===== src/rtl/core/ax25_frame_afsk_tone_encoder_macros.svh =====
// assertion helpers shared by the encoder modules
`ifndef AX25_FRAME_AFSK_TONE_ENCODER_MACROS_SVH
`define AX25_FRAME_AFSK_TONE_ENCODER_MACROS_SVH

// property checked on every rising clk edge outside reset
`define AX25_ASSERT(label, prop, msg) \
	label: assert property (@(posedge clk) disable iff (!arst_n) prop) else $error(msg);

// overlapping implication shorthand
`define AX25_ASSERT_IMP(label, ante, cons, msg) \
	`AX25_ASSERT(label, (ante) |-> (cons), msg)

// next-cycle implication shorthand
`define AX25_ASSERT_NXT(label, ante, cons, msg) \
	`AX25_ASSERT(label, (ante) |=> (cons), msg)

`endif


===== src/rtl/core/ax25afsk_pkg.sv =====
package ax25afsk_pkg;

	localparam int unsigned CNT_W = 6;

	localparam logic [7:0] FLAG_BYTE = 8'h7E;
	localparam logic [7:0] CTRL_BYTE = 8'h03;
	localparam logic [7:0] PID_BYTE  = 8'hF0;
	localparam logic [15:0] CRC_INIT = 16'hFFFF;
	localparam logic [CNT_W-1:0] COUNT_MAX = 6'd32;

	localparam logic [CNT_W-1:0] PREAMBLE_RESET = 6'd25;
	localparam logic [CNT_W-1:0] TAIL_RESET     = 6'd5;

	typedef enum logic [1:0] {
		CMD_START   = 2'd0,
		CMD_PAYLOAD = 2'd1,
		CMD_END     = 2'd2,
		CMD_NONE    = 2'd3
	} cmd_t;

	typedef enum logic [1:0] {
		REG_CALLSIGN = 2'd0,
		REG_SSID     = 2'd1,
		REG_PREAMBLE = 2'd2,
		REG_TAIL     = 2'd3
	} reg_idx_t;

	typedef enum logic [3:0] {
		PH_IDLE,
		PH_PRE,
		PH_ADDR1,
		PH_ADDR2,
		PH_CTRL,
		PH_PID,
		PH_DATA,
		PH_CRCLO,
		PH_CRCHI,
		PH_TAIL
	} phase_t;

	// one frame byte leaving the sequencer
	typedef struct packed {
		logic       emit;
		logic [7:0] data;
		logic       last;
		logic       fold;
		logic       restart;
	} emit_t;

	function automatic logic [CNT_W-1:0] sat_count(input logic [CNT_W-1:0] v);
		return (v > COUNT_MAX) ? COUNT_MAX : v;
	endfunction

endpackage


===== src/rtl/core/ax25afsk_crc.sv =====
module ax25afsk_crc (
	input  logic                 clk,
	input  logic                 arst_n,
	input  ax25afsk_pkg::emit_t  emit,
	output logic [15:0]          crc
);
	import ax25afsk_pkg::*;

	logic [15:0] crc_q;
	logic [7:0]  x;
	logic [15:0] crc_next;

	always_comb begin
		x = crc_q[15:8] ^ emit.data;
		x = x ^ {4'd0, x[7:4]};
		crc_next = {crc_q[7:0], 8'd0} ^ {x[3:0], 12'd0} ^ {3'd0, x, 5'd0} ^ {8'd0, x};
	end

	always_ff @(posedge clk or negedge arst_n) begin
		if (!arst_n) begin
			crc_q <= CRC_INIT;
		end else if (emit.restart) begin
			crc_q <= CRC_INIT;
		end else if (emit.emit && emit.fold) begin
			crc_q <= crc_next;
		end
	end

	assign crc = crc_q;

endmodule


===== src/rtl/core/ax25afsk_nrzi.sv =====
`include "ax25_frame_afsk_tone_encoder_macros.svh"

module ax25afsk_nrzi (
	input  logic                 clk,
	input  logic                 arst_n,
	input  ax25afsk_pkg::emit_t  emit,
	output logic                 adv,
	output logic                 m_tvalid,
	input  logic                 m_tready,
	output logic [15:0]          m_tdata,   // sent_byte [7:0], tones [15:8]
	output logic                 m_tlast
);
	import ax25afsk_pkg::*;

	logic       tone_q;
	logic       valid_q;
	logic [7:0] byte_q;
	logic [7:0] tones_q;
	logic       last_q;
	logic [7:0] tones_c;
	logic       tone_end;

	// a 0 bit flips the tone, a 1 bit holds it
	always_comb begin
		tone_end = tone_q;
		tones_c  = '0;
		for (int i = 0; i < 8; i++) begin
			if (!emit.data[i]) tone_end = ~tone_end;
			tones_c[i] = tone_end;
		end
	end

	assign adv = !valid_q || m_tready;

	always_ff @(posedge clk or negedge arst_n) begin
		if (!arst_n) begin
			tone_q  <= 1'b0;
			valid_q <= 1'b0;
		end else begin
			if (emit.restart) begin
				tone_q <= 1'b0;
			end else if (emit.emit) begin
				tone_q <= tone_end;
			end
			if (adv) valid_q <= emit.emit;
		end
	end

	always_ff @(posedge clk) begin
		if (adv && emit.emit) begin
			byte_q  <= emit.data;
			tones_q <= tones_c;
			last_q  <= emit.last;
		end
	end

	assign m_tvalid = valid_q;
	assign m_tdata  = {tones_q, byte_q};
	assign m_tlast  = last_q;

	`AX25_ASSERT_NXT(a_tone_hold, valid_q && !m_tready && !emit.restart, $stable(tone_q), "tone moved while output stalled")

endmodule


===== src/rtl/core/ax25afsk_seq.sv =====
`include "ax25_frame_afsk_tone_encoder_macros.svh"

module ax25afsk_seq #(
	parameter int unsigned CALLSIGN_BYTES = 6
) (
	input  logic                 clk,
	input  logic                 arst_n,
	input  logic                 s_tvalid,
	output logic                 s_tready,
	input  logic [7:0]           s_tdata,
	input  logic [1:0]           s_tuser,
	input  logic [47:0]          callsign,
	input  logic [7:0]           ssid,
	input  logic [5:0]           preamble_count,
	input  logic [5:0]           tail_count,
	input  logic [15:0]          crc,
	input  logic                 adv,
	output ax25afsk_pkg::emit_t  emit
);
	import ax25afsk_pkg::*;

	localparam logic [CNT_W-1:0] CB = CNT_W'(CALLSIGN_BYTES);

	phase_t           phase_q, phase_d;
	logic [CNT_W-1:0] cnt_q, cnt_d;
	logic [7:0]       data_q, data_d;
	logic [7:0]       byte_c;
	logic             last_c;
	logic             fire;
	logic             accept;
	logic [CNT_W-1:0] pre_n;
	logic [CNT_W-1:0] tail_n;
	logic [47:0]      call_sh;

	assign pre_n   = sat_count(preamble_count);
	assign tail_n  = sat_count(tail_count);
	// bytes beyond the register shift out as zero
	assign call_sh = callsign >> {cnt_q[2:0], 3'b000};

	assign fire     = (phase_q != PH_IDLE) && adv;
	assign s_tready = (phase_q == PH_IDLE) || (fire && last_c);
	assign accept   = s_tvalid && s_tready;

	// byte and last flag for the current phase
	always_comb begin
		byte_c = 8'd0;
		last_c = 1'b0;
		case (phase_q)
			PH_PRE:   byte_c = FLAG_BYTE;
			PH_ADDR1,
			PH_ADDR2: byte_c = (cnt_q < CB) ? call_sh[7:0] : ssid;
			PH_CTRL:  byte_c = CTRL_BYTE;
			PH_PID: begin
				byte_c = PID_BYTE;
				last_c = 1'b1;
			end
			PH_DATA: begin
				byte_c = data_q;
				last_c = 1'b1;
			end
			PH_CRCLO: byte_c = crc[7:0];
			PH_CRCHI: begin
				byte_c = crc[15:8];
				last_c = (tail_n == '0);
			end
			PH_TAIL: begin
				byte_c = FLAG_BYTE;
				last_c = (cnt_q == '0);
			end
			default: begin
				byte_c = 8'd0;
				last_c = 1'b0;
			end
		endcase
	end

	always_comb begin
		emit.emit    = fire;
		emit.data    = byte_c;
		emit.last    = last_c;
		emit.fold    = (phase_q == PH_DATA);
		emit.restart = accept && (s_tuser == CMD_START);
	end

	// next phase: advance on a sent byte, then load a new command
	always_comb begin
		phase_d = phase_q;
		cnt_d   = cnt_q;
		data_d  = data_q;
		if (fire) begin
			case (phase_q)
				PH_PRE: begin
					if (cnt_q == '0) begin
						phase_d = PH_ADDR1;
					end else begin
						cnt_d = cnt_q - 1'b1;
					end
				end
				PH_ADDR1: begin
					if (cnt_q == CB) begin
						phase_d = PH_ADDR2;
						cnt_d   = '0;
					end else begin
						cnt_d = cnt_q + 1'b1;
					end
				end
				PH_ADDR2: begin
					if (cnt_q == CB) begin
						phase_d = PH_CTRL;
					end else begin
						cnt_d = cnt_q + 1'b1;
					end
				end
				PH_CTRL:  phase_d = PH_PID;
				PH_PID:   phase_d = PH_IDLE;
				PH_DATA:  phase_d = PH_IDLE;
				PH_CRCLO: phase_d = PH_CRCHI;
				PH_CRCHI: begin
					if (tail_n == '0) begin
						phase_d = PH_IDLE;
					end else begin
						phase_d = PH_TAIL;
						cnt_d   = tail_n - 1'b1;
					end
				end
				PH_TAIL: begin
					if (cnt_q == '0) begin
						phase_d = PH_IDLE;
					end else begin
						cnt_d = cnt_q - 1'b1;
					end
				end
				default: phase_d = PH_IDLE;
			endcase
		end
		if (accept) begin
			case (s_tuser)
				CMD_START: begin
					if (pre_n == '0) begin
						phase_d = PH_ADDR1;
						cnt_d   = '0;
					end else begin
						phase_d = PH_PRE;
						cnt_d   = pre_n - 1'b1;
					end
				end
				CMD_PAYLOAD: begin
					phase_d = PH_DATA;
					data_d  = s_tdata;
				end
				CMD_END: phase_d = PH_CRCLO;
				default: phase_d = PH_IDLE;
			endcase
		end
	end

	always_ff @(posedge clk or negedge arst_n) begin
		if (!arst_n) begin
			phase_q <= PH_IDLE;
			cnt_q   <= '0;
		end else begin
			phase_q <= phase_d;
			cnt_q   <= cnt_d;
		end
	end

	always_ff @(posedge clk) begin
		data_q <= data_d;
	end

	`AX25_ASSERT_IMP(a_last_frees_input, fire && last_c, s_tready, "input held after final byte")
	`AX25_ASSERT_NXT(a_stall_holds, (phase_q != PH_IDLE) && !adv && !s_tvalid, $stable(phase_q) && $stable(cnt_q), "sequencer moved during stall")
	`AX25_ASSERT_IMP(a_flag_count, (phase_q == PH_PRE) || (phase_q == PH_TAIL), cnt_q < COUNT_MAX, "flag counter out of range")
	`AX25_ASSERT_IMP(a_addr_count, (phase_q == PH_ADDR1) || (phase_q == PH_ADDR2), cnt_q <= CB, "address counter out of range")

endmodule


===== src/rtl/core/ax25_frame_afsk_tone_encoder.sv =====
// Frame builder with NRZI AFSK tone coding. Each input beat is a command
// (tuser): start emits the preamble flags, the callsign and SSID twice, 0x03
// and 0xF0 and resets the tone to 0 and the CRC to 0xFFFF; payload emits
// tdata and folds it into the CRC-16 (0x1021, not reflected); end emits the
// CRC low then high byte and the tail flags; command 3 is dropped. Every frame
// byte leaves as one output beat carrying the byte and its eight tone bits,
// tlast marking the final byte of a command. The output register sends one
// byte per cycle while m_tready is high. A command emits one byte for payload,
// preamble_count + 2*(CALLSIGN_BYTES+1) + 2 for start and tail_count + 2 for
// end (counts limited to 32). The next command is taken in the cycle its
// predecessor's last byte moves to the output register, so payload beats flow
// back to back. Users must write configuration (callsign at 0x00, ssid at
// 0x08, preamble_count at 0x10, tail_count at 0x18) while idle; not enforced.
module ax25_frame_afsk_tone_encoder #(
	parameter int unsigned CALLSIGN_BYTES = 6
) (
	input  logic        clk,
	input  logic        arst_n,
	input  logic        s_tvalid,
	output logic        s_tready,
	input  logic [7:0]  s_tdata,   // data_byte [7:0]
	input  logic [1:0]  s_tuser,   // cmd [1:0]
	output logic        m_tvalid,
	input  logic        m_tready,
	output logic [15:0] m_tdata,   // sent_byte [7:0], tones [15:8]
	output logic        m_tlast,
	input  logic        psel,
	input  logic        penable,
	input  logic        pwrite,
	input  logic [4:0]  paddr,
	input  logic [63:0] pwdata,
	output logic [63:0] prdata,
	output logic        pready
);
	import ax25afsk_pkg::*;

	logic [47:0] callsign_q;
	logic [7:0]  ssid_q;
	logic [5:0]  preamble_q;
	logic [5:0]  tail_q;
	logic        wr;
	reg_idx_t    idx;
	logic [15:0] crc;
	logic        adv;
	emit_t       emit;

	assign pready = 1'b1;
	assign idx    = reg_idx_t'(paddr[4:3]);
	assign wr     = psel && penable && pwrite && pready;

	always_ff @(posedge clk or negedge arst_n) begin
		if (!arst_n) begin
			callsign_q <= '0;
			ssid_q     <= '0;
			preamble_q <= PREAMBLE_RESET;
			tail_q     <= TAIL_RESET;
		end else if (wr) begin
			case (idx)
				REG_CALLSIGN: callsign_q <= pwdata[47:0];
				REG_SSID:     ssid_q     <= pwdata[7:0];
				REG_PREAMBLE: preamble_q <= pwdata[5:0];
				REG_TAIL:     tail_q     <= pwdata[5:0];
				default:      ;
			endcase
		end
	end

	always_comb begin
		case (idx)
			REG_CALLSIGN: prdata = {16'd0, callsign_q};
			REG_SSID:     prdata = {56'd0, ssid_q};
			REG_PREAMBLE: prdata = {58'd0, preamble_q};
			REG_TAIL:     prdata = {58'd0, tail_q};
			default:      prdata = '0;
		endcase
	end

	ax25afsk_seq #(
		.CALLSIGN_BYTES(CALLSIGN_BYTES)
	) u_seq (
		.clk           (clk),
		.arst_n        (arst_n),
		.s_tvalid      (s_tvalid),
		.s_tready      (s_tready),
		.s_tdata       (s_tdata),
		.s_tuser       (s_tuser),
		.callsign      (callsign_q),
		.ssid          (ssid_q),
		.preamble_count(preamble_q),
		.tail_count    (tail_q),
		.crc           (crc),
		.adv           (adv),
		.emit          (emit)
	);

	ax25afsk_crc u_crc (
		.clk   (clk),
		.arst_n(arst_n),
		.emit  (emit),
		.crc   (crc)
	);

	ax25afsk_nrzi u_nrzi (
		.clk     (clk),
		.arst_n  (arst_n),
		.emit    (emit),
		.adv     (adv),
		.m_tvalid(m_tvalid),
		.m_tready(m_tready),
		.m_tdata (m_tdata),
		.m_tlast (m_tlast)
	);

endmodule


===== config.mk =====
export PLATFORM = sky130hd
export DESIGN_NAME = ax25_frame_afsk_tone_encoder
export DESIGN_NICKNAME = d
export VERILOG_FILES = /design/src/rtl/core/ax25afsk_pkg.sv /design/src/rtl/core/ax25afsk_crc.sv /design/src/rtl/core/ax25afsk_nrzi.sv /design/src/rtl/core/ax25afsk_seq.sv /design/src/rtl/core/ax25_frame_afsk_tone_encoder.sv
export VERILOG_INCLUDE_DIRS = /design/src /design/src/rtl/core
export SDC_FILE = /design/constraint.sdc
export NUM_CORES = 1
export LEC_CHECK = 0
export BUFFER_PORTS_ARGS = -buffer_cell sky130_fd_sc_hd__buf_4
export CAP_MARGIN = 20
export CELL_PAD_IN_SITES_DETAIL_PLACEMENT = 0
export CELL_PAD_IN_SITES_GLOBAL_PLACEMENT = 1
export CORE_MARGIN = 5
export CORE_UTILIZATION = 29
export CTS_CLUSTER_DIAMETER = 50
export CTS_CLUSTER_SIZE = 10
export DETAILED_ROUTE_END_ITERATION = 10
export MAX_ROUTING_LAYER = met4
export PLACE_DENSITY = 0.69
export SLEW_MARGIN = 5
export SYNTH_ARGS = -nofsm -noshare
export SYNTH_HDL_FRONTEND = slang
export SYNTH_SLANG_ARGS = --single-unit

===== constraint.sdc =====
create_clock -name clk -period 3 [get_ports clk]
set_input_delay 0.6 -clock clk [delete_from_list [all_inputs] [get_ports clk]]
set_output_delay 0.6 -clock clk [all_outputs]
set_load 0.005 [all_outputs]

==> results.md <==
Synthesis:
- The post-synth design cell area is 0.007103 sq mm.
- The number of library cell types mapped by synthesis is 72.
- The share of the synthesized area in the top cell type is 26.42%.
- The number of enable flip-flop cells after synthesis is 25.
- The share of the Yosys chip area taken by registers is 44.76%.
- The average footprint of a synthesized cell is 11.01 sq um.
- The share of synthesized flip-flops with an asynchronous set or reset is 79.34%.
- The number of synthesized register bits is 121.
- The Yosys step of the flow raised 0 warnings.
- The top flip-flop cell by instance count after synthesis is dfrtp_1.
- In the synthesized netlist, the number of instances is 645.
- dfrtp_1 takes more of the synthesized area than any other cell.
- By area the synthesized netlist is led by dfrtp_1 26%, mux2_2 12%, edfxtp_1 11%.

Timing:
- Setup repair after global routing could not meet its margin everywhere.
- The final clock period utilization by the worst path is 98.35%.
- The relative max-transition margin is 52.82%.
- The worst path in the final design needs a cycle of 2.950 ns, including I/O delays and setup.
- The worst clock skew is 0.01553 ns.
- Derived from the worst setup path, the maximum achievable clock frequency is 0.3389 GHz.
- The slew at the pin with the worst max-slew slack is 0.7023 ns.
- The total count of max-transition violations in the final report is 0.
- Adding up every negative setup slack in the final design gives 0 ns.
- The worst hold slack after final layout is 0.1822 ns.
- The count of final setup violators is 0.
- The final number of hold-violating endpoints is 0.

Routing:
- The number of violations reported at the end of detailed-routing iteration 0 is 296.
- The pre-antenna-repair detailed-routing pass consisted of 5 iterations.
- The routed layout has 5519 vias.
- The antenna violation net count after detailed routing is 0.
- Wires add up to 20410 um.
- For this run, design rule violations remaining after detail routing come to 0.
- The average vias per placed instance is 4.778.
- After detailed routing, the average wire length per cell comes to 17.67 um.

Finish:
- Compared with the post-synthesis result, the final layout area differs by 30.95%.
- The library cell used most frequently in the layout, excluding fill and tap cells, is buf_4.
- The filler cells instantiated in the layout total 2423.
- For this run, the post-layout net count is 914.
- 0 antenna diodes ended up in the layout.
- The finished cells cover 0.009301 sq mm.
- The fraction of final layout cells sized beyond drive strength 1 is 43.20%.
- The top cell types in the final layout, fill and taps aside, are 190 x buf_4, 77 x mux2_2, 73 x dfrtp_1.

Placed design:
- The congestion estimate from routability-driven global placement came to 0.8530.
- Summed over all nets, the half-perimeter wirelength after detailed placement is 15940 um.
- The instance area at placement is 0.008705 sq mm.
- During placement, the flow inserted port buffers numbering 133.

Global routing:
- Global routing used 15.21% of the available tracks.
- The via count of the first global-routing pass is 5624.
- The initial antenna violation count is 0.
- The leftover overflow at the end of global routing is 0.
- The wire length of the first global-routing pass is 32360 um.
- Entering global routing, the biggest net connects 46 pins.

Worst setup path:
- At the worst endpoint, the required time is 2.40 ns.
- The category of the worst setup path capture point is a primary output.
- Of all nets on the critical path, the largest fanout is 6.
- The number of cells traversed by the worst register-to-register path is 10.
- The critical path in this run is classified as reg -> out.
- The data arrival time of the critical path is 2.35 ns.
- The kind of launch point of the worst setup path is a flop.

Clock tree:
- The maximum clock path buffer count is 2.
- The number of clock sinks is 121.
- After clock tree synthesis, the flow added hold-fix buffers numbering 0.
- Clock latency on the worst-skew pair, taken at its later pin, is 0.42 ns.
- The clock-pin slew of the registers on the worst-case setup and hold paths is 0.06 ns.
- The number of buffers inserted during clock tree synthesis is 17.
- The root cell of the clock tree is clkbuf_16.
- The level count of the clock H-tree is 4.
- The CTS tree is built.

Pwr:
- Summed over all cells, the static leakage comes to 4.052 nW.
- Power spread over the standard cell area amounts to 1081 mW/mm^2.
- VDD sags by at most 0.6015 mV.
- Total power for the finished layout comes to 10.05 mW.

Run status:
- The run finished with clean final reports.

Floorplanning:
- The region available for standard cell placement spans 0.02425 sq mm.
- The die is 166.5 um wide.
- The die is 166.5 um tall.
- The total die area is 0.02772 sq mm.
- The initial utilization of the core area, before any placement, comes to 29.29%.
- The total number of placement rows is 57.
- The number of top-level design ports is 170.

Min path:
- The worst hold path belongs to the class in -> async.

Job:
- Across the run, the number of max-cap violations was 0.
## worst paths after layout
check | from | to | slack [ns]
setup / recovery | u_seq.cnt_q[0] | s_tready | 0.05
hold / removal | arst_n | ssid_q[4] | 0.18
hold reg to reg | u_crc.crc[4] | u_crc.crc[4] | 0.50
max in group asynchronous | arst_n | callsign_q[42] | 2.11
setup reg to reg | u_seq.cnt_q[0] | u_nrzi.tone_q | 0.10
min in group clk | s_tdata[7] | u_seq.data_q[7] | 0.36
## state kept, by name, indices dropped and copies added (netlist names), 8 cells and up
register,flops
callsign_q,48
ssid_q,8
u_crc.crc,16
u_nrzi.byte_q,8
u_nrzi.tones_q,8
u_seq.data_q,8
## what timing repair did
action | CTS | global route
setup buffers | 0 | 0
setup endpoints to repair | 1 | 7
resized for setup | 2 | 4
## area by class of cell
class	count	area, sq um	share of cell area [%]
clock buffers	19	464.2	4.991
clock inverters	13	107.6	1.157
inverters	18	67.56	0.7264
multi-input cells	470	3649	39.23
flip-flops and latches	121	3182	34.21
well taps	324	405.4	4.358
repair buffers	190	1426	15.33
## layer usage
metal,track usage (%),vias up,share of wire (%)
met1,19.87,2705,45
met3,3.437,23,4.9
met2,23.80,145,48
met4,4.518,0,1.5
met5,-,-,0
li1,-,2646,-
## synthesized netlist by cell type, drive strengths merged (13+ instances only)
cell type,count
edfxtp,25
nor3,15
and2,42
dfstp,21
buf,30
a22oi,15
a21oi,27
xnor2,30
mux4,13
clkbuf,21
nor2,30
mux2,78
dfrtp,75
nand2,41
inv,18
nand3,15
o21ai,27
## critical path, stage by stage (launching register included)
cell     delay [ns]
dfrtp_2        0.45
buf_4          0.17
inv_1          0.05
ha_1           0.22
nor2b_1        0.16
a31o_1         0.21
a211o_1        0.29
a21o_2         0.24
buf_4          0.14
## metrics by stage
step	instances	worst slack, ns	util (%)
final	1155	0.04960	38.36
after global routing	1155	-0.06248	38.36
after CTS	1155	0.03516	38.27
after detailed placement	1123	0.02473	35.90
after global placement	1123	0.02180	35.90
after floorplan	660	0.1328	-
## logic make-up after synthesis
kind of cell | after synthesis | share of synthesized area (%)
and+or+nand+nor | 185 | 13.93
AOI/OAI and AO/OA | 124 | 12.03
DFF | 121 | 44.76
muxes | 96 | 17.25
buffers and inverters | 69 | 5.055
xor gates and xnor gates | 38 | 5.108
adders and majority gates | 10 | 1.761
other | 2 | 0.1057
## power breakdown
group | switching (mW) | internal, mW
sequential | 0.499 | 2.49
clock | 0.805 | 1.15
combinational | 2.47 | 2.65
total | 3.77 | 6.28
Note: power is estimated with default switching activity, not from simulation.
